`config.mk`:
```
export PLATFORM = sky130hd
export DESIGN_NAME = srbal_ctrl
export DESIGN_NICKNAME = d
export VERILOG_FILES = /design/src/scan_ring_buffer_angle_lookup_core_macros.svh /design/src/srbal_pkg.sv /design/src/srbal_ctrl.sv
export SDC_FILE = /design/constraint.sdc
export NUM_CORES = 1
export LEC_CHECK = 0
export ABC_AREA = 1
export BUFFER_PORTS_ARGS = -buffer_cell sky130_fd_sc_hd__buf_4
export CORE_AREA = 2 2 39 41
export DETAILED_ROUTE_END_ITERATION = 16
export DIE_AREA = 0 0 41 43
export SETUP_SLACK_MARGIN = 0.15
export SYNTH_ARGS = -nofsm -noshare
export SYNTH_HDL_FRONTEND = slang
export SYNTH_SLANG_ARGS = --single-unit
```
`constraint.sdc`:
```
create_clock -name clk -period 1.9 [get_ports clk]
set_input_delay 0.38 -clock clk [delete_from_list [all_inputs] [get_ports clk]]
set_output_delay 0.38 -clock clk [all_outputs]
set_load 0.03 [all_outputs]
```
`src/scan_ring_buffer_angle_lookup_core_macros.svh`:
```
// Assertion macros for the scan ring buffer core.
// Clocked on clk, disabled during rst; no other dependencies.
`ifndef SCAN_RING_BUFFER_ANGLE_LOOKUP_CORE_MACROS_SVH
`define SCAN_RING_BUFFER_ANGLE_LOOKUP_CORE_MACROS_SVH

// Same-cycle implication.
`define SRBAL_ASSERT_IMPLY(label, ante, cons) \
  label: assert property (@(posedge clk) disable iff (rst) (ante) |-> (cons)) \
    else $error("scan ring buffer: property violated");

// Next-cycle implication.
`define SRBAL_ASSERT_NEXT(label, ante, cons) \
  label: assert property (@(posedge clk) disable iff (rst) (ante) |=> (cons)) \
    else $error("scan ring buffer: property violated");

`endif

```
`src/srbal_pkg.sv`:
```
// Shared types, codes and constants of the scan ring buffer core.
// No dependencies; imported by every module of the block except srbal_ram.
package srbal_pkg;

  localparam int MAX_SCANS_DEF    = 8;
  localparam int MAX_READINGS_DEF = 2048;
  localparam int READING_BITS_DEF = 16;

  localparam int DEPTH_W   = 4;
  localparam int RES_W     = 7;
  localparam int ANGLE_W   = 16;
  localparam int READING_W = 16;
  localparam int DIST_W    = 16;

  localparam logic [DEPTH_W-1:0] DEPTH_RESET = 4'd8;
  localparam logic [RES_W-1:0]   RES_RESET   = 7'd100;
  localparam int RES_MIN   = 10;
  localparam int RES_MAX   = 100;
  localparam int HALF_TURN = 18000;

  localparam int DIV_BITS   = 4;
  localparam int DIV_CYCLES = ANGLE_W / DIV_BITS;
  localparam int DIV_CNT_W  = $clog2(DIV_CYCLES);

  localparam int CFG_ADDR_W  = 3;
  localparam int CFG_DATA_W  = 32;
  localparam int CFG_IDX_BIT = 2;

  typedef enum logic {
    REG_DEPTH,
    REG_RESOLUTION
  } reg_idx_t;

  typedef enum logic [1:0] {
    OP_PUSH,
    OP_POP,
    OP_CLEAR,
    OP_LOOKUP
  } op_t;

  typedef enum logic [1:0] {
    ST_OK,
    ST_EMPTY,
    ST_RANGE
  } status_t;

  typedef struct packed {
    op_t                        operation;
    logic [READING_W-1:0]       reading;
    logic                       scan_end;
    logic signed [ANGLE_W-1:0]  angle;
  } item_t;

  typedef struct packed {
    logic [DIST_W-1:0] distance;
    status_t           status;
    logic              last_reading;
  } result_t;

  typedef enum logic [2:0] {
    S_IDLE,
    S_EXEC,
    S_POP,
    S_EMPTY,
    S_DIV,
    S_ROUND,
    S_LREAD,
    S_RESP
  } ctrl_state_t;

  typedef struct packed {
    logic load;
    logic exec;
    logic pop;
    logic set_empty;
    logic div_step;
    logic round;
    logic lread;
    logic out_load;
  } cmd_t;

  typedef struct packed {
    op_t  op;
    logic empty;
    logic div_last;
    logic out_free;
  } stat_t;

endpackage

```
`src/srbal_ctrl.sv`:
```
// Controller state machine: sequences push, pop, clear and lookup transfers.
// Depends on srbal_pkg; drives commands to srbal_dpath.
module srbal_ctrl
  import srbal_pkg::*;
(
  input  logic  clk,
  input  logic  rst,
  input  logic  item_valid,
  output logic  item_stall,
  input  stat_t stat,
  output cmd_t  cmd
);

  ctrl_state_t state, state_next;

  always_ff @(posedge clk) begin
    if (rst) begin
      state <= S_IDLE;
    end else begin
      state <= state_next;
    end
  end

  always_comb begin
    state_next = state;
    case (state)
      S_IDLE: begin
        if (item_valid) begin
          case (stat.op)
            OP_POP:    state_next = stat.empty ? S_EMPTY : S_POP;
            OP_LOOKUP: state_next = stat.empty ? S_EMPTY : S_DIV;
            default:   state_next = S_EXEC;
          endcase
        end
      end
      S_EXEC:  state_next = S_IDLE;
      S_POP:   state_next = S_RESP;
      S_EMPTY: state_next = S_RESP;
      S_DIV:   state_next = stat.div_last ? S_ROUND : S_DIV;
      S_ROUND: state_next = S_LREAD;
      S_LREAD: state_next = S_RESP;
      S_RESP:  state_next = stat.out_free ? S_IDLE : S_RESP;
      default: state_next = S_IDLE;
    endcase
  end

  always_comb begin
    cmd        = '0;
    item_stall = 1'b1;
    case (state)
      S_IDLE: begin
        item_stall = 1'b0;
        cmd.load   = item_valid;
      end
      S_EXEC:  cmd.exec      = 1'b1;
      S_POP:   cmd.pop       = 1'b1;
      S_EMPTY: cmd.set_empty = 1'b1;
      S_DIV:   cmd.div_step  = 1'b1;
      S_ROUND: cmd.round     = 1'b1;
      S_LREAD: cmd.lread     = 1'b1;
      S_RESP:  cmd.out_load  = stat.out_free;
      default: ;
    endcase
  end

endmodule

```
==> metrics.csv <==
stage;metric;value;unit
timing;Pins Over Slew Limit;0;
critical_path;critical path launch point;state[1]$_SDFFE_PP0P_;
power_and_ir_drop;Sw Share;41.1;%
cells_and_area;Antenna Diode Count;0;
cells_and_area;Register Area;60.1;sq um
critical_path;FF-to-FF Start;state[2]$_SDFFE_PP0P_;
power_and_ir_drop;Psw;148;uW
power_and_ir_drop;clock share of power;30.8;%
yosys;Post-Syn Area per Cell;5.69;sq um
grt;largest net degree at the start of global routing;8;
critical_path;crit path launch type;flop;
power_and_ir_drop;combinational power share;44.7;%
placed_design;placed insts;72;
cells_and_area;Final Non-Filler Cells;76;
timing;Worst Skew;2.54;ps
routing;wire length per cell;7.68;um
grt;Tot GR Track Use;6.83;%
routing;Initial DRC Count;1;
routing;vias per cell;4.03;
grt;initial antenna violation count;0;
grt;first-pass GRT wire length;828;um
clocking;CTS Hold Buffers Added;0;
floorplanning;die area;1760;sq um
cells_and_area;synthesis-to-layout area growth;73.1;%
placed_design;half-perimeter wire length after detailed placement;476;um
min_path;hold path startpoint;rst;
power_and_ir_drop;Seq pwr share;24.5;%
clocking;clk_lat worst skew;230;ps
power_and_ir_drop;Pwr Density;913;nW/um^2
grt;vias in the first global route;253;
timing;Final Setup Violations;0;
clocking;Setup Buffers After CTS;0;
routing;drc violations;0;
yosys;register area share after synthesis;26.4;%
yosys;Synth Flop Type;dfxtp_1;
clocking;Root Driver;clkbuf_4;
timing;Final min period;1520;ps
power_and_ir_drop;Peak VDD IR;0.000287;V
yosys;most frequent cells after synthesis;nor2_1, nand2_1, inv_1;
floorplanning;Initial Util;16.5;%
power_and_ir_drop;P_int;212;uW
clocking;number of CTS-inserted buffers;3;
timing;max frequency;660;MHz
floorplanning;I/O pin cnt;17;
grt;GRT overflow;0;
clocking;Gates resized, CTS repair;0;
routing;Antenna Nets Post-Route;0;
yosys;main area contributors after synthesis;dfxtp_1, nor2_1, nand2_1, inv_1, nand3_1;
floorplanning;row cnt;14;
power_and_ir_drop;Leakage;0.000214;uW
routing;drt first pass iters;2;
placed_design;Port Buffer Count;16;
cells_and_area;share of cells above drive strength 1;40.0;%
yosys;Syn Inst Count;40;
clocking;H-tree depth;1;
run_status;status;complete, no violations;
yosys;leading area contributor after synthesis;dfxtp_1;
cells_and_area;Multi-input gate area;145;sq um
timing;Fin. Hold Viols;0;
yosys;synth warn;0;
critical_path;Arr. time, crit path;1140;ps
timing;Slew headroom;83.1;%
floorplanning;Core Region;1380;sq um
yosys;post-synthesis async set-or-reset flop share;0;%
run;# Max-Cap Violations;0;
timing;RSZ-0062 raised after global routing;false;
routing;final WL;584;um
timing;Final Cycle Share;79.8;%
critical_path;Worst EP required;1520;ps
yosys;most common cell in the synthesized netlist;nor2_1;
cells_and_area;FILL cells;160;
clocking;CTS sink cnt;3;
yosys;Post-synth EDFFs;0;
cells_and_area;Largest Register;state;
timing;Setup TNS;0;ps
placed_design;gpl congestion;0.788;
cells_and_area;Top Registers;state (3);
min_path;Tightest Hold Check Type;primary input to flop;
yosys;Synth Cell Area;228;sq um
critical_path;Worst Setup End Kind;output pin;
floorplanning;Die H;43;um
yosys;Cell variety after synth;12;
routing;via count;306;
critical_path;Max FO, Critical Path;6;
clocking;Max Root-Sink Buffers;2;
critical_path;crit path kind;flop to output pin;
yosys;Yosys top cell area share;26.4;%
yosys;synthesized flop and latch total;3;
cells_and_area;Largest register FFs;3;
clocking;CTS tree;yes;
cells_and_area;nets;69;
timing;Worst-Margin Slew;254;ps
yosys;syn_nets;48;
clocking;Worst-path clk slew;40;ps
floorplanning;die width;41;um
-- layout make-up --
| class | instances | area share, % |
|---|---|---|
| tap | 16 | 5.08 |
| multi-input combinational | 31 | 36.8 |
| clock buffer | 4 | 6.67 |
| timing repair buffer | 16 | 30.5 |
| inverter | 6 | 5.71 |
| sequential | 3 | 15.2 |
-- cell usage in the layout, fill, tap and decap left out --
master / netlist / routed
buf_4: 0 / 16
nor2_1: 10 / 10
nand2_1: 9 / 9
inv_1: 5 / 5
nor3_1: 3 / 3
nand3_1: 3 / 3
clkbuf_4: 0 / 3
dfxtp_1: 3 / 3
o21ai_1: 2 / 2
inv_2: 1 / 1
nor2_2: 1 / 1
nand2_2: 1 / 1
nand3_2: 1 / 1
o21bai_2: 1 / 1
clkbuf_1: 0 / 1
-- metrics by stage --
| stage | hold slack (ps) | utilization, % | total power [uW] | setup WS [ps] | cell area [sq um] |
|---|---|---|---|---|---|
| 2_1_floorplan | 452 | - | 193 | 340 | 228 |
| 3_3_place_gp | 552 | 26.6 | 250 | 622 | 368 |
| 3_5_place_dp | 553 | 26.6 | 250 | 627 | 368 |
| 4_1_cts | 308 | 28.5 | 365 | 373 | 394 |
| 5_1_grt | 315 | 28.5 | 380 | 284 | 394 |
| 6_report | 311 | 28.5 | 360 | 385 | 394 |
-- critical path, cell delays in order, from the launching register on --
cell and delay [ps]:
dfxtp_1 420, inv_1 110, nor3_1 180, buf_4 190
-- final timing paths --
kind | to | slack (ps) | depth (start not counted)
max reg2reg | state[0]$_SDFFE_PP0P_ | 930 | 5
min reg2reg | state[2]$_SDFFE_PP0P_ | 690 | 4
min | state[1]$_SDFFE_PP0P_ | 310 | 2
max | cmd[4] | 380 | 3
-- metal layers --
metal	GRT usage, %	vias to the layer above	share of wire [%]
li1	-	164	-
met1	8.36	127	43
met3	0	2	9.2
met5	0	-	0
met4	6.00	0	2.1
met2	10.3	13	45
-- power groups by stage --
stage | sequential, uW | combinational (uW) | clock [uW]
6_report | 88.3 | 161 | 111
3_5_place_dp | 89.3 | 161 | 0
5_1_grt | 90.1 | 175 | 115
4_1_cts | 88.2 | 163 | 114
3_3_place_gp | 88.9 | 161 | 0
2_1_floorplan | 85.9 | 107 | 0
-- cells by family (layout without fill, tap and decap cells) --
group	Yosys count	in the layout	synth area share, %
buffers and inverters	6	26	9.89
AO/OA/AOI/OAI	3	3	9.34
AND/OR/NAND/NOR	28	28	54.4
flip-flops	3	3	26.4
Note: power is estimated with default switching activity, not from simulation.
