File: src/scan_ring_buffer_angle_lookup_core_macros.svh
// Assertion macros for the scan ring buffer core.
// Clocked on clk, disabled during rst; no other dependencies.
`ifndef SCAN_RING_BUFFER_ANGLE_LOOKUP_CORE_MACROS_SVH
`define SCAN_RING_BUFFER_ANGLE_LOOKUP_CORE_MACROS_SVH

// Same-cycle implication.
`define SRBAL_ASSERT_IMPLY(label, ante, cons) \
  label: assert property (@(posedge clk) disable iff (rst) (ante) |-> (cons)) \
    else $error("scan ring buffer: property violated");

// Next-cycle implication.
`define SRBAL_ASSERT_NEXT(label, ante, cons) \
  label: assert property (@(posedge clk) disable iff (rst) (ante) |=> (cons)) \
    else $error("scan ring buffer: property violated");

`endif

File: src/srbal_pkg.sv
// Shared types, codes and constants of the scan ring buffer core.
// No dependencies; imported by every module of the block except srbal_ram.
package srbal_pkg;

  localparam int MAX_SCANS_DEF    = 8;
  localparam int MAX_READINGS_DEF = 2048;
  localparam int READING_BITS_DEF = 16;

  localparam int DEPTH_W   = 4;
  localparam int RES_W     = 7;
  localparam int ANGLE_W   = 16;
  localparam int READING_W = 16;
  localparam int DIST_W    = 16;

  localparam logic [DEPTH_W-1:0] DEPTH_RESET = 4'd8;
  localparam logic [RES_W-1:0]   RES_RESET   = 7'd100;
  localparam int RES_MIN   = 10;
  localparam int RES_MAX   = 100;
  localparam int HALF_TURN = 18000;

  localparam int DIV_BITS   = 4;
  localparam int DIV_CYCLES = ANGLE_W / DIV_BITS;
  localparam int DIV_CNT_W  = $clog2(DIV_CYCLES);

  localparam int CFG_ADDR_W  = 3;
  localparam int CFG_DATA_W  = 32;
  localparam int CFG_IDX_BIT = 2;

  typedef enum logic {
    REG_DEPTH,
    REG_RESOLUTION
  } reg_idx_t;

  typedef enum logic [1:0] {
    OP_PUSH,
    OP_POP,
    OP_CLEAR,
    OP_LOOKUP
  } op_t;

  typedef enum logic [1:0] {
    ST_OK,
    ST_EMPTY,
    ST_RANGE
  } status_t;

  typedef struct packed {
    op_t                        operation;
    logic [READING_W-1:0]       reading;
    logic                       scan_end;
    logic signed [ANGLE_W-1:0]  angle;
  } item_t;

  typedef struct packed {
    logic [DIST_W-1:0] distance;
    status_t           status;
    logic              last_reading;
  } result_t;

  typedef enum logic [2:0] {
    S_IDLE,
    S_EXEC,
    S_POP,
    S_EMPTY,
    S_DIV,
    S_ROUND,
    S_LREAD,
    S_RESP
  } ctrl_state_t;

  typedef struct packed {
    logic load;
    logic exec;
    logic pop;
    logic set_empty;
    logic div_step;
    logic round;
    logic lread;
    logic out_load;
  } cmd_t;

  typedef struct packed {
    op_t  op;
    logic empty;
    logic div_last;
    logic out_free;
  } stat_t;

endpackage

File: src/srbal_regs.sv
// APB-style configuration registers: scan depth and angular resolution.
// Depends on srbal_pkg.
module srbal_regs
  import srbal_pkg::*;
(
  input  logic                  clk,
  input  logic                  rst,
  input  logic                  psel,
  input  logic                  penable,
  input  logic                  pwrite,
  input  logic [CFG_ADDR_W-1:0] paddr,
  input  logic [CFG_DATA_W-1:0] pwdata,
  output logic [CFG_DATA_W-1:0] prdata,
  output logic                  pready,
  output logic [DEPTH_W-1:0]    depth,
  output logic [RES_W-1:0]      resolution,
  output logic                  depth_wr
);

  reg_idx_t idx;
  logic     wr;

  assign pready = 1'b1;
  assign idx    = reg_idx_t'(paddr[CFG_IDX_BIT]);
  assign wr     = psel && penable && pwrite;
  assign depth_wr = wr && (idx == REG_DEPTH);

  always_ff @(posedge clk) begin
    if (rst) begin
      depth      <= DEPTH_RESET;
      resolution <= RES_RESET;
    end else if (wr) begin
      case (idx)
        REG_DEPTH:      depth      <= pwdata[DEPTH_W-1:0];
        REG_RESOLUTION: resolution <= pwdata[RES_W-1:0];
        default:        ;
      endcase
    end
  end

  always_comb begin
    case (idx)
      REG_DEPTH:      prdata = CFG_DATA_W'(depth);
      REG_RESOLUTION: prdata = CFG_DATA_W'(resolution);
      default:        prdata = '0;
    endcase
  end

endmodule

File: config.mk
export PLATFORM = sky130hd
export DESIGN_NAME = srbal_regs
export DESIGN_NICKNAME = d
export VERILOG_FILES = /design/src/scan_ring_buffer_angle_lookup_core_macros.svh /design/src/srbal_pkg.sv /design/src/srbal_regs.sv
export SDC_FILE = /design/constraint.sdc
export NUM_CORES = 1
export LEC_CHECK = 0
export ABC_AREA = 1
export BUFFER_PORTS_ARGS = -buffer_cell sky130_fd_sc_hd__buf_2
export CAP_MARGIN = 25
export CORE_UTILIZATION = 35
export DETAILED_ROUTE_END_ITERATION = 7
export PLACE_DENSITY = 0.83
export SYNTH_ARGS = -nofsm -noshare
export SYNTH_HDL_FRONTEND = slang
export SYNTH_SLANG_ARGS = --single-unit
File: constraint.sdc
create_clock -name clk -period 1.58 [get_ports clk]
set_clock_uncertainty 0.15 [all_clocks]
set_input_delay 0.237 -clock clk [delete_from_list [all_inputs] [get_ports clk]]
set_output_delay 0.237 -clock clk [all_outputs]
set_load 0.01 [all_outputs]
==> parameters.txt, run 1 <==
Parameter                              Value

Timing
  Final setup TNS    0 ps
  Setup repair after global routing missed its margin    no
  Clock period minus worst slack    ~1300 ps
  Number of endpoints with negative hold slack in the final report    0
  Count of final setup violators    0
  Top achievable clock speed    about 760 MHz
  Least setup slack across all paths after layout    about 270 ps
  Portion of the clock cycle consumed by the worst path in the final layout    0.829
  Number of slew-limit violations in the final report    0
  Final-layout worst hold slack    38.4 ps

Outcome
  Outcome    finished, final reports clean

Worst hold path
  WHS Endpoint    resolution[5]
  Min-Delay Path Class    in2reg
  Depth of the worst hold-timing path    3
  Hold wc startpoint    pwdata[5]

Detailed routing
  Overall routed net length    roughly 1400 um
  Number of iterations in the first detailed-routing pass    2
  Iteration-0 DRC count of the detailed router    4
  Final routed wire length divided by cell count    7.94 um
  Total number of vias    approximately 650
  Via/cell ratio    around 3.8
  Routed Antenna Nets    0
  Post-detailed-route DRC marker count    0

Worst setup path
  Data arrival time at the worst-slack endpoint    between 900 and 1000 ps
  R2r worst-path depth    2
  Flop2flop setup slack    850 ps
  Data required time at the worst endpoint    about 1200 ps
  Biggest fanout along the worst timing path    15
  Terminus of the critical flop-to-flop path    resolution[2]
  Kind of start point of the critical path    primary input
  Type of the setup path with the least slack    in2out
  Worst r2r src    resolution[2]
  CP endpoint kind    output port

Power
  Total internal power    425 uW
  Ratio of total power to cell area    719 mW/mm2
  Leakage power    ~0.00051 uW
  Net Sw Power    about 180 uW
  Clock share of power    0.303
  Share of power burned in combinational logic    0.212
  VDD IR max    between 0.3 and 0.4 mV
  Sequential share of power    0.485
  Switching part of the total power    0.299

Synth
  Post-synthesis instance total    approximately 110
  Mean Syn Cell Area    roughly 6.6 um2
  Register bit count reported by yosys    11
  Post-synthesis cell type count    14
  Syn. warnings    0
  Cell area after technology mapping    around 740 um2
  Register area share after synthesis    0.297

Final layout
  Share of final-layout standard cells stronger than drive strength 1    0.278
  Utilization after layout    0.425
  Final net count    185
  Filler Cells Inserted    about 230
  Inserted Diodes    0
  Area growth from synthesis to layout    13.7%
  Most frequent cells in the layout    sky130_fd_sc_hd__nand2_1, sky130_fd_sc_hd__buf_2, sky130_fd_sc_hd__conb_1
  Cell Count, Final, Fillers Out    171

Clock tree
  Cts-stage hold buffer count    0
  Sink Count    11
  # Post-CTS Setup Buffers    0
  CTS tree    done
  # resized after CTS    0
  Number of CTS-inserted buffers    3
  Clock slew seen by the registers of the worst setup and hold paths    ~70 ps
  Clock Path Buffers    2
  Clock tree root driver cell    sky130_fd_sc_hd__clkbuf_4
  Total number of H-tree levels    1
  Clock latency at the later pin of the worst-skew pair    260 ps

Placement
  GPL Wtd Cong    around 0.74
  Cells after DPL    167
  Place WS    around 260 ps
  DPL Wire Length    about 1100 um
  Count of input and output buffers    31

GRT
  First-pass GRT wire length    roughly 2000 um
  Maximum number of pins on one net before global-route repair    16
  Aggregate global routing overflow    0
  Overall Global Routing Usage    0.122
  Antenna violations before repair    0
  Number of global-route vias before repair    478

Die
  Horizontal die dimension    48.0 um
  Top-level port count    85
  Std-Cell Core Area    around 0.002 mm2
  Starting density of the core    0.374
  Chip Height    slightly below 50 um
  Rows    16
  Die ar.    0.00230 mm2

Job
  Number of violations of the max-capacitance limit    0
==> registers in the layout, summed over array words and instances, names as in the netlist <==
register and cells:
resolution 7, depth 4
==> worst max-delay path by stage <==
| stage | from | to | slack [ps] |
|---|---|---|---|
| floorplan | pwrite | depth_wr | 640 |
| global placement | paddr[2] | prdata[0] | 250 |
| detailed placement | paddr[2] | prdata[2] | 260 |
| CTS | paddr[2] | prdata[2] | 260 |
| global route | paddr[2] | prdata[0] | 190 |
| finish | paddr[2] | prdata[2] | 270 |
==> per-layer routing <==
layer	routed length, um	up-vias	track usage	part of all wire
met5	0	-	0	0
met4	0	0	0.0333	0
met3	88	0	0.0453	0.065
met2	655	28	0.205	0.48
met1	615	276	0.147	0.45
li1	-	348	-	-
==> worst max-delay path, cell delays in order <==
cell and delay (ps):
sky130_fd_sc_hd__buf_2 260, sky130_fd_sc_hd__inv_2 160, sky130_fd_sc_hd__nand2_1 90, sky130_fd_sc_hd__nand2_1 50, sky130_fd_sc_hd__buf_2 130
==> metrics by stage <==
| stage | instance area, um2 | total power, uW |
|---|---|---|
| after floorplan | 831 | 431 |
| final | 842 | 606 |
| after CTS | 842 | 615 |
| after global routing | 842 | 652 |
| after global placement | 816 | 427 |
| after detailed placement | 816 | 429 |
==> synthesized netlist by cell type <==
master | number | area share
sky130_fd_sc_hd__nand2_1 | 31 | 0.16
sky130_fd_sc_hd__buf_4 | 26 | 0.26
sky130_fd_sc_hd__nor2_1 | 14 | 0.071
sky130_fd_sc_hd__dfxtp_1 | 11 | 0.30
sky130_fd_sc_hd__nand3_1 | 11 | 0.074
sky130_fd_sc_hd__inv_1 | 9 | 0.046
sky130_fd_sc_hd__conb_1 | 2 | 0.010
sky130_fd_sc_hd__inv_2 | 2 | 0.010
sky130_fd_sc_hd__nor2_4 | 2 | 0.030
sky130_fd_sc_hd__buf_2 | 1 | 0.0068
sky130_fd_sc_hd__clkbuf_1 | 1 | 0.0051
sky130_fd_sc_hd__nand3_2 | 1 | 0.014
sky130_fd_sc_hd__nor2_2 | 1 | 0.0085
sky130_fd_sc_hd__o21ai_1 | 1 | 0.0068
==> layout make-up <==
type / instances / area (um2) / area share
clock buffer: 4 / 26.3 / 0.0312
inverter: 11 / 41.3 / 0.0490
multi-input combinational: 87 / 365 / 0.434
sequential: 11 / 220 / 0.262
tap: 27 / 33.8 / 0.0401
timing repair buffer: 31 / 155 / 0.184
==> power by group through the flow <==
stage                     sequential [uW]  combinational (uW)  clock, uW
after detailed placement              300                 129          0
after CTS                             294                 129        192
after floorplan                       304                 127          0
final                                 294                 128        184
after global placement                300                 128          0
after global routing                  295                 150        208
==> cells by family (layout without fill, tap and decap cells) <==
kind of cell    after synthesis  count (layout)  share of synthesized area
simple gates                 60              60                      0.355
flops                        11              11                      0.297
buf+inv                      39              46                      0.331
compound gates                1               1                    0.00675
other cells                   2              26                     0.0101
Note: power is estimated with default switching activity, not from simulation.
==> inputs of run 2 (changes only) <==
- CORE_UTILIZATION: 35 -> 30
- PLACE_DENSITY: 0.83 -> 0.76
- clock period: 1.58 -> 1.05 ns (I/O delays scaled with it)
==> parameters.txt, run 2 (synthesized netlist as in run 1, its figures left out) <==
Parameter                              Value

Outcome
  Outcome    finished with violations (was finished, final reports clean)
  Violations in the final reports    negative setup slack

Final layout
  Final net count    196 (was 185)
  Biggest regs    resolution: 7 flops, depth: 4 flops (unchanged)
  Area taken by flip-flops and latches    234 um2 (was 220 um2)
  Number of flip-flops in the largest register    7 (unchanged)
  Utilization after layout    0.444 (was 0.425)
  Share of final-layout standard cells stronger than drive strength 1    0.387 (was 0.278)
  Filler Cells Inserted    263 (was 233)
  Register with the highest flop count    resolution (unchanged)
  Inserted Diodes    0 (unchanged)
  Area growth from synthesis to layout    36.5% (was 13.7%)
  Most frequent cells in the layout    sky130_fd_sc_hd__nand2_1, sky130_fd_sc_hd__conb_1, sky130_fd_sc_hd__buf_2 (was sky130_fd_sc_hd__nand2_1, sky130_fd_sc_hd__buf_2, sky130_fd_sc_hd__conb_1)
  Multi-input gate area    368 um2 (was 365 um2)
  Most common cell after layout, fill and taps aside    sky130_fd_sc_hd__nand2_1

Clock tree
  Clock slew seen by the registers of the worst setup and hold paths    80 ps (was 70 ps)
  Number of CTS-inserted buffers    3 (unchanged)
  Clock latency at the later pin of the worst-skew pair    260 ps (about the same)
  Clock Path Buffers    2 (unchanged)
  CTS tree    done (unchanged)
  Clock tree root driver cell    sky130_fd_sc_hd__clkbuf_4 (unchanged)
  Sink Count    11 (unchanged)
  Total number of H-tree levels    1 (unchanged)

Timing
  Portion of the clock cycle consumed by the worst path in the final layout    1.10
  Top achievable clock speed    approximately 860 MHz
  Number of slew-limit violations in the final report    0 (unchanged)
  Count of final setup violators    11 (was 0)
  Clock period minus worst slack    approximately 1200 ps
  Setup repair after global routing missed its margin    yes (was no)
  Number of endpoints with negative hold slack in the final report    0 (unchanged)
  Least setup slack across all paths after layout    -108 ps (was 271 ps)

Power
  Share of power burned in combinational logic    0.241 (was 0.212)
  Net Sw Power    304 uW (was 181 uW)
  Ratio of total power to cell area    966 mW/mm2 (was 719 mW/mm2)
  VDD IR max    0.624 mV (was 0.347 mV)
  Clock share of power    0.301 (was 0.303)
  Post-route total power    976 uW (was 606 uW)
  Leakage power    0.000583 uW (was 0.000511 uW)
  Total internal power    673 uW (was 425 uW)
  Switching part of the total power    0.311 (was 0.299)
  Sequential share of power    0.457 (was 0.485)

Detailed routing
  Post-detailed-route DRC marker count    0 (unchanged)
  Overall routed net length    1510 um (was 1360 um)
  Via/cell ratio    3.88 (was 3.81)
  Iteration-0 DRC count of the detailed router    16 (was 4)
  Number of iterations in the first detailed-routing pass    4 (was 2)
  Final routed wire length divided by cell count    8.25 um (was 7.94 um)
  Routed Antenna Nets    0 (unchanged)
  Total number of vias    710 (was 652)

Die
  Top-level port count    85 (unchanged)
  Std-Cell Core Area    0.00228 mm2 (was 0.00198 mm2)
  Chip Height    51.7 um (was 48.0 um)
  Horizontal die dimension    51.7 um (was 48.0 um)
  Die ar.    0.00267 mm2 (was 0.00230 mm2)
  Starting density of the core    0.325 (was 0.374)
  Rows    17 (was 16)

Worst setup path
  CP endpoint kind    output port (unchanged)
  Flop2flop setup slack    210 ps (was 850 ps)
  Terminus of the critical flop-to-flop path    depth[3] (was resolution[2])
  Data required time at the worst endpoint    740 ps (was 1190 ps)
  Data arrival time at the worst-slack endpoint    850 ps (was 920 ps)
  Worst setup path start    resolution[3] (was paddr[2])
  R2r worst-path depth    3 (was 2)
  Biggest fanout along the worst timing path    3 (was 15)
  Type of the setup path with the least slack    reg2out (was in2out)
  Worst r2r src    depth[3] (was resolution[2])
  Kind of start point of the critical path    flip-flop (was primary input)

Worst hold path
  Depth of the worst hold-timing path    5 (was 3)
  Min-Delay Path Class    in2reg (unchanged)
  Hold wc startpoint    pwdata[4] (was pwdata[5])
  WHS Endpoint    resolution[4] (was resolution[5])

GRT
  Aggregate global routing overflow    0 (unchanged)
  First-pass GRT wire length    2340 um (was 1950 um)
  Number of global-route vias before repair    573 (was 478)
  Overall Global Routing Usage    0.119 (was 0.122)
  Maximum number of pins on one net before global-route repair    12 (was 16)
  Antenna violations before repair    0 (unchanged)

Placement
  Count of input and output buffers    31 (unchanged)
  Place WS    -15.9 ps (was 259 ps)
  GPL Wtd Cong    0.697 (was 0.738)
  DPL Wire Length    1160 um (was 1100 um)

Job
  Number of violations of the max-capacitance limit    0 (unchanged)
==> run 2: changes by cell type in the layout (fill, tap and decap cells not counted) <==
cell | before | now
sky130_fd_sc_hd__buf_4 | 0 | 5
sky130_fd_sc_hd__clkinv_2 | 0 | 1
sky130_fd_sc_hd__clkbuf_1 | 1 | 0
sky130_fd_sc_hd__nand2_2 | 0 | 1
sky130_fd_sc_hd__buf_6 | 0 | 10
sky130_fd_sc_hd__dlygate4sd3_1 | 0 | 4
sky130_fd_sc_hd__buf_2 | 31 | 23
sky130_fd_sc_hd__nand2_1 | 31 | 30
sky130_fd_sc_hd__dfxtp_2 | 0 | 11
sky130_fd_sc_hd__dfxtp_1 | 11 | 0
==> run 2: worst max path at each step <==
stage                     cells past startpoint  slack (ps)            end
after floorplan                               5         200  resolution[2]
after global placement                        6           1  resolution[5]
after detailed placement                      5         -20  resolution[4]
after CTS                                     3        -120      prdata[2]
after global routing                          3        -180      prdata[3]
final                                         3        -110      prdata[3]
==> run 2: layout make-up <==
class / count / share of cell area
multi-input cells: 87 / 0.364
repair buffers: 42 / 0.302
flip-flops and latches: 11 / 0.231
inverters: 11 / 0.0408
well taps: 28 / 0.0347
clock buffers: 3 / 0.0223
clock inverters: 1 / 0.00495
==> run 2: per-stage QoR <==
| step | std cells | setup TNS (ps) | area [um2] | hold WS (ps) |
|---|---|---|---|---|
| floorplan | 137 | 0 | 831 | 134 |
| global placement | 173 | 0 | 855 | 223 |
| detailed placement | 173 | -51.1 | 855 | 231 |
| CTS | 181 | -797 | 955 | 48.4 |
| global route | 183 | -1550 | 1010 | 74.3 |
| finish | 183 | -857 | 1010 | 53.5 |
==> run 2: what timing repair did <==
| action | CTS | global route |
|---|---|---|
| hold buffers | 4 | 0 |
| hold endpoints to repair | 4 | 0 |
| buffers inserted | 0 | 2 |
| setup endpoints to repair | 18 | 19 |
| pin swaps | 1 | 0 |
| resized for setup | 14 | 8 |
==> run 2: power groups by stage <==
stage,registers [uW],clock network (uW),logic (uW)
after floorplan,458,0,190
final,447,294,236
after CTS,445,307,222
after detailed placement,451,0,205
after global placement,451,0,203
after global routing,449,331,264
==> run 2: layer usage <==
metal / share of wire / wire length (um) / global-route usage / vias to the layer above
met4: 0 / 0 / 0.0135 / 0
met2: 0.45 / 674 / 0.201 / 39
met3: 0.089 / 135 / 0.0643 / 0
met5: 0 / 0 / 0 / -
met1: 0.46 / 700 / 0.136 / 298
li1: - / - / - / 373
==> run 2: critical path, stage by stage (launching register included) <==
cell and delay, ps:
sky130_fd_sc_hd__dfxtp_2 350, sky130_fd_sc_hd__nand2_1 60, sky130_fd_sc_hd__nand2_1 50, sky130_fd_sc_hd__buf_2 120
==> inputs of run 3 (changes only) <==
- ABC_AREA: 1 -> not set
- PLACE_DENSITY: 0.76 -> 0.74
==> parameters.txt, run 3 <==
Parameter                              Value

Synth
  Fraction of synthesized cell area in xor and xnor cells    0 (unchanged)
  Number of synthesized flops with an enable pin    0 (unchanged)
  Post-synthesis instance total    84 (was 113)
  Simple-Gate Fraction of Synth Area    0.209 (was 0.355)
  Register area share after synthesis    0.283 (was 0.297)
  Register bit count reported by yosys    11 (unchanged)
  Post-synthesis cell type count    14 (unchanged)
  Dominant cell type by area after synthesis    sky130_fd_sc_hd__dfxtp_1 (unchanged)
  Main combinational cell family by area after synthesis    buffers and inverters (was simple AND/OR/NAND/NOR gates)
  Adder and majority cell fraction of the synthesized area    0 (unchanged)
  Most instantiated flip-flop cell in the synthesis netlist    sky130_fd_sc_hd__dfxtp_1 (unchanged)
  Mean Syn Cell Area    9.26 um2 (was 6.55 um2)
  Share of flip-flops with an asynchronous set or reset after synthesis    0 (unchanged)
  Largest cells by area after synthesis    sky130_fd_sc_hd__dfxtp_1, sky130_fd_sc_hd__buf_4, sky130_fd_sc_hd__mux2i_1 (was sky130_fd_sc_hd__dfxtp_1, sky130_fd_sc_hd__buf_4, sky130_fd_sc_hd__nand2_1)
  Cell area after technology mapping    778 um2 (was 741 um2)
  Complex-gate fraction of the synthesized area    0 (was 0.00676)
  Syn. warnings    0 (unchanged)
  Share of synthesized area spent on multiplexers    0.199 (was 0)
  Yosys top cell area share    0.283 (was 0.297)
  Commonest cells in the netlist    sky130_fd_sc_hd__buf_4, sky130_fd_sc_hd__nand2b_1, sky130_fd_sc_hd__dfxtp_1, sky130_fd_sc_hd__mux2i_1, sky130_fd_sc_hd__nor2_1 (was sky130_fd_sc_hd__nand2_1, sky130_fd_sc_hd__buf_4, sky130_fd_sc_hd__nor2_1, sky130_fd_sc_hd__dfxtp_1, sky130_fd_sc_hd__nand3_1)
  Most frequent cell after synthesis    sky130_fd_sc_hd__buf_4 (was sky130_fd_sc_hd__nand2_1)

Final layout
  Number of flip-flops in the largest register    7 (unchanged)
  Final net count    175 (was 196)
  Area growth from synthesis to layout    53.2% (was 36.5%)
  Inserted Diodes    0 (unchanged)
  Register with the highest flop count    resolution (unchanged)
  Biggest regs    resolution: 7 flops, depth: 4 flops (unchanged)
  Area taken by flip-flops and latches    234 um2 (unchanged)
  Filler Cells Inserted    256 (was 263)
  Multi-input gate area    427 um2 (was 368 um2)
  Most common cell after layout, fill and taps aside    sky130_fd_sc_hd__conb_1 (was sky130_fd_sc_hd__nand2_1)
  Share of final-layout standard cells stronger than drive strength 1    0.537 (was 0.387)
  Most frequent cells in the layout    sky130_fd_sc_hd__conb_1, sky130_fd_sc_hd__buf_6, sky130_fd_sc_hd__buf_2 (was sky130_fd_sc_hd__nand2_1, sky130_fd_sc_hd__conb_1, sky130_fd_sc_hd__buf_2)

Die
  Std-Cell Core Area    0.00245 mm2 (was 0.00228 mm2)
  Die ar.    0.00280 mm2 (was 0.00267 mm2)
  Starting density of the core    0.317 (was 0.325)
  Rows    18 (was 17)
  Chip Height    52.9 um (was 51.7 um)
  Top-level port count    85 (unchanged)
  Horizontal die dimension    52.9 um (was 51.7 um)

GRT
  Number of global-route vias before repair    609 (was 573)
  Maximum number of pins on one net before global-route repair    21 (was 12)
  Overall Global Routing Usage    0.129 (was 0.119)
  Antenna violations before repair    0 (unchanged)
  First-pass GRT wire length    2500 um (was 2340 um)
  Aggregate global routing overflow    0 (unchanged)

Worst setup path
  Data required time at the worst endpoint    740 ps (about the same)
  Kind of start point of the critical path    flip-flop (unchanged)
  Data arrival time at the worst-slack endpoint    980 ps (was 850 ps)
  Worst r2r src    resolution[2] (was depth[3])
  Terminus of the critical flop-to-flop path    resolution[2] (was depth[3])
  Flop2flop setup slack    60 ps (was 210 ps)
  Biggest fanout along the worst timing path    3 (unchanged)
  CP endpoint kind    output port (unchanged)
  Type of the setup path with the least slack    reg2out (unchanged)
  R2r worst-path depth    4 (was 3)

Detailed routing
  Total number of vias    663 (was 710)
  Routed Antenna Nets    0 (unchanged)
  Overall routed net length    1730 um (was 1510 um)
  Post-detailed-route DRC marker count    0 (unchanged)
  Iteration-0 DRC count of the detailed router    1 (was 16)
  Via/cell ratio    4.04 (was 3.88)
  Number of iterations in the first detailed-routing pass    3 (was 4)
  Final routed wire length divided by cell count    10.5 um (was 8.25 um)

Worst hold path
  Hold wc startpoint    pwdata[6] (was pwdata[4])
  WHS Endpoint    resolution[6] (was resolution[4])
  Depth of the worst hold-timing path    3 (was 5)
  Min-Delay Path Class    in2reg (unchanged)

Power
  Ratio of total power to cell area    810 mW/mm2 (was 966 mW/mm2)
  Post-route total power    966 uW (was 976 uW)
  VDD IR max    0.568 mV (was 0.624 mV)
  Leakage power    0.000594 uW (was 0.000583 uW)

Clock tree
  Total number of H-tree levels    1 (unchanged)
  Number of CTS-inserted buffers    3 (unchanged)
  CTS tree    done (unchanged)
  Clock latency at the later pin of the worst-skew pair    270 ps (was 260 ps)
  Sink Count    11 (unchanged)
  Clock slew seen by the registers of the worst setup and hold paths    70 ps (was 80 ps)
  Clock tree root driver cell    sky130_fd_sc_hd__clkbuf_4 (unchanged)
  Clock Path Buffers    2 (unchanged)

Job
  Number of violations of the max-capacitance limit    0 (unchanged)

Timing
  Clock period minus worst slack    1290 ps (was 1160 ps)
  Setup repair after global routing missed its margin    yes (unchanged)
  Top achievable clock speed    774 MHz (was 864 MHz)
  Number of slew-limit violations in the final report    0 (unchanged)
  Least setup slack across all paths after layout    -242 ps (was -108 ps)
  Count of final setup violators    16 (was 11)
  Number of endpoints with negative hold slack in the final report    0 (unchanged)
  Portion of the clock cycle consumed by the worst path in the final layout    1.23 (was 1.10)

Placement
  Place WS    -124 ps (was -15.9 ps)
  GPL Wtd Cong    0.668 (was 0.697)
  Count of input and output buffers    31 (unchanged)
  DPL Wire Length    1130 um (was 1160 um)

Outcome
  Outcome    finished with violations (unchanged)
  Violations in the final reports    negative setup slack (unchanged)
==> run 3: cell types whose count changed after synthesis, sizes merged, moves of 4 or more <==
cell / previous run / this run
inv: 11 / 1
nand3: 12 / 0
nand2b: 0 / 12
mux2i: 0 / 11
nor2: 17 / 8
nand2: 31 / 0
mux2: 0 / 4
==> run 3: worst max path at each step <==
stage	startpoint	end	slack (ps)	cells past startpoint
2_1_floorplan	paddr[2]	resolution[0]	90	4
3_3_place_gp	paddr[2]	prdata[1]	-110	3
3_5_place_dp	paddr[2]	prdata[2]	-120	3
4_1_cts	depth[3]	prdata[3]	-260	2
5_1_grt	depth[0]	prdata[0]	-280	2
6_report	depth[2]	prdata[2]	-240	2
==> run 3: final cells by class <==
cell class              count  share of cell area
clock buffers               4              0.0220
inverters                   1             0.00525
multi-input cells          66               0.358
flip-flops and latches     11               0.196
well taps                  30              0.0315
repair buffers             52               0.387
==> run 3: critical path, cell delays in order (launching register included) <==
cell                      delay (ps)
sky130_fd_sc_hd__dfxtp_2         320
sky130_fd_sc_hd__mux2_4          270
sky130_fd_sc_hd__buf_6           120
==> run 3: power breakdown <==
part | switching, uW | total (uW) | internal, uW
combinational | 120 | 246 | 126
sequential | 5.82 | 434 | 428
clock | 139 | 286 | 147
total | 265 | 966 | 701
==> run 3: per-stage QoR <==
step                      instances  area (um2)  utilization  hold slack, ps  setup TNS (ps)
final                           164        1190        0.486           0.651           -2080
after global routing            164        1190        0.486            17.8           -2740
after CTS                       158        1140        0.463            2.27           -2080
after detailed placement        140         840        0.342             288           -1320
after global placement          140         840        0.342             268            -970
after floorplan                 108         868            -             163               0
==> run 3: repair_timing <==
item / CTS / global route
hold buffers: 4 / 0
endpoints found under the hold margin: 4 / 0
gates cloned: 0 / 0
resized for setup: 41 / 4
buffers inserted: 10 / 8
pin swaps: 0 / 0
setup endpoints to repair: 19 / 19
==> run 3: cells by family (layout without fill, tap and decap cells) <==
group	Yosys count	after routing
buf+inv	31	57
mux	15	15
simple gates	25	25
other cells	2	26
flops	11	11
==> run 3: layer usage <==
| layer | part of all wire | track usage | up-vias |
|---|---|---|---|
| met1 | 0.36 | 0.114 | 308 |
| met4 | 0.0046 | 0.0263 | 0 |
| met5 | 0 | 0 | - |
| met3 | 0.071 | 0.0546 | 2 |
| met2 | 0.56 | 0.262 | 38 |
| li1 | - | - | 315 |
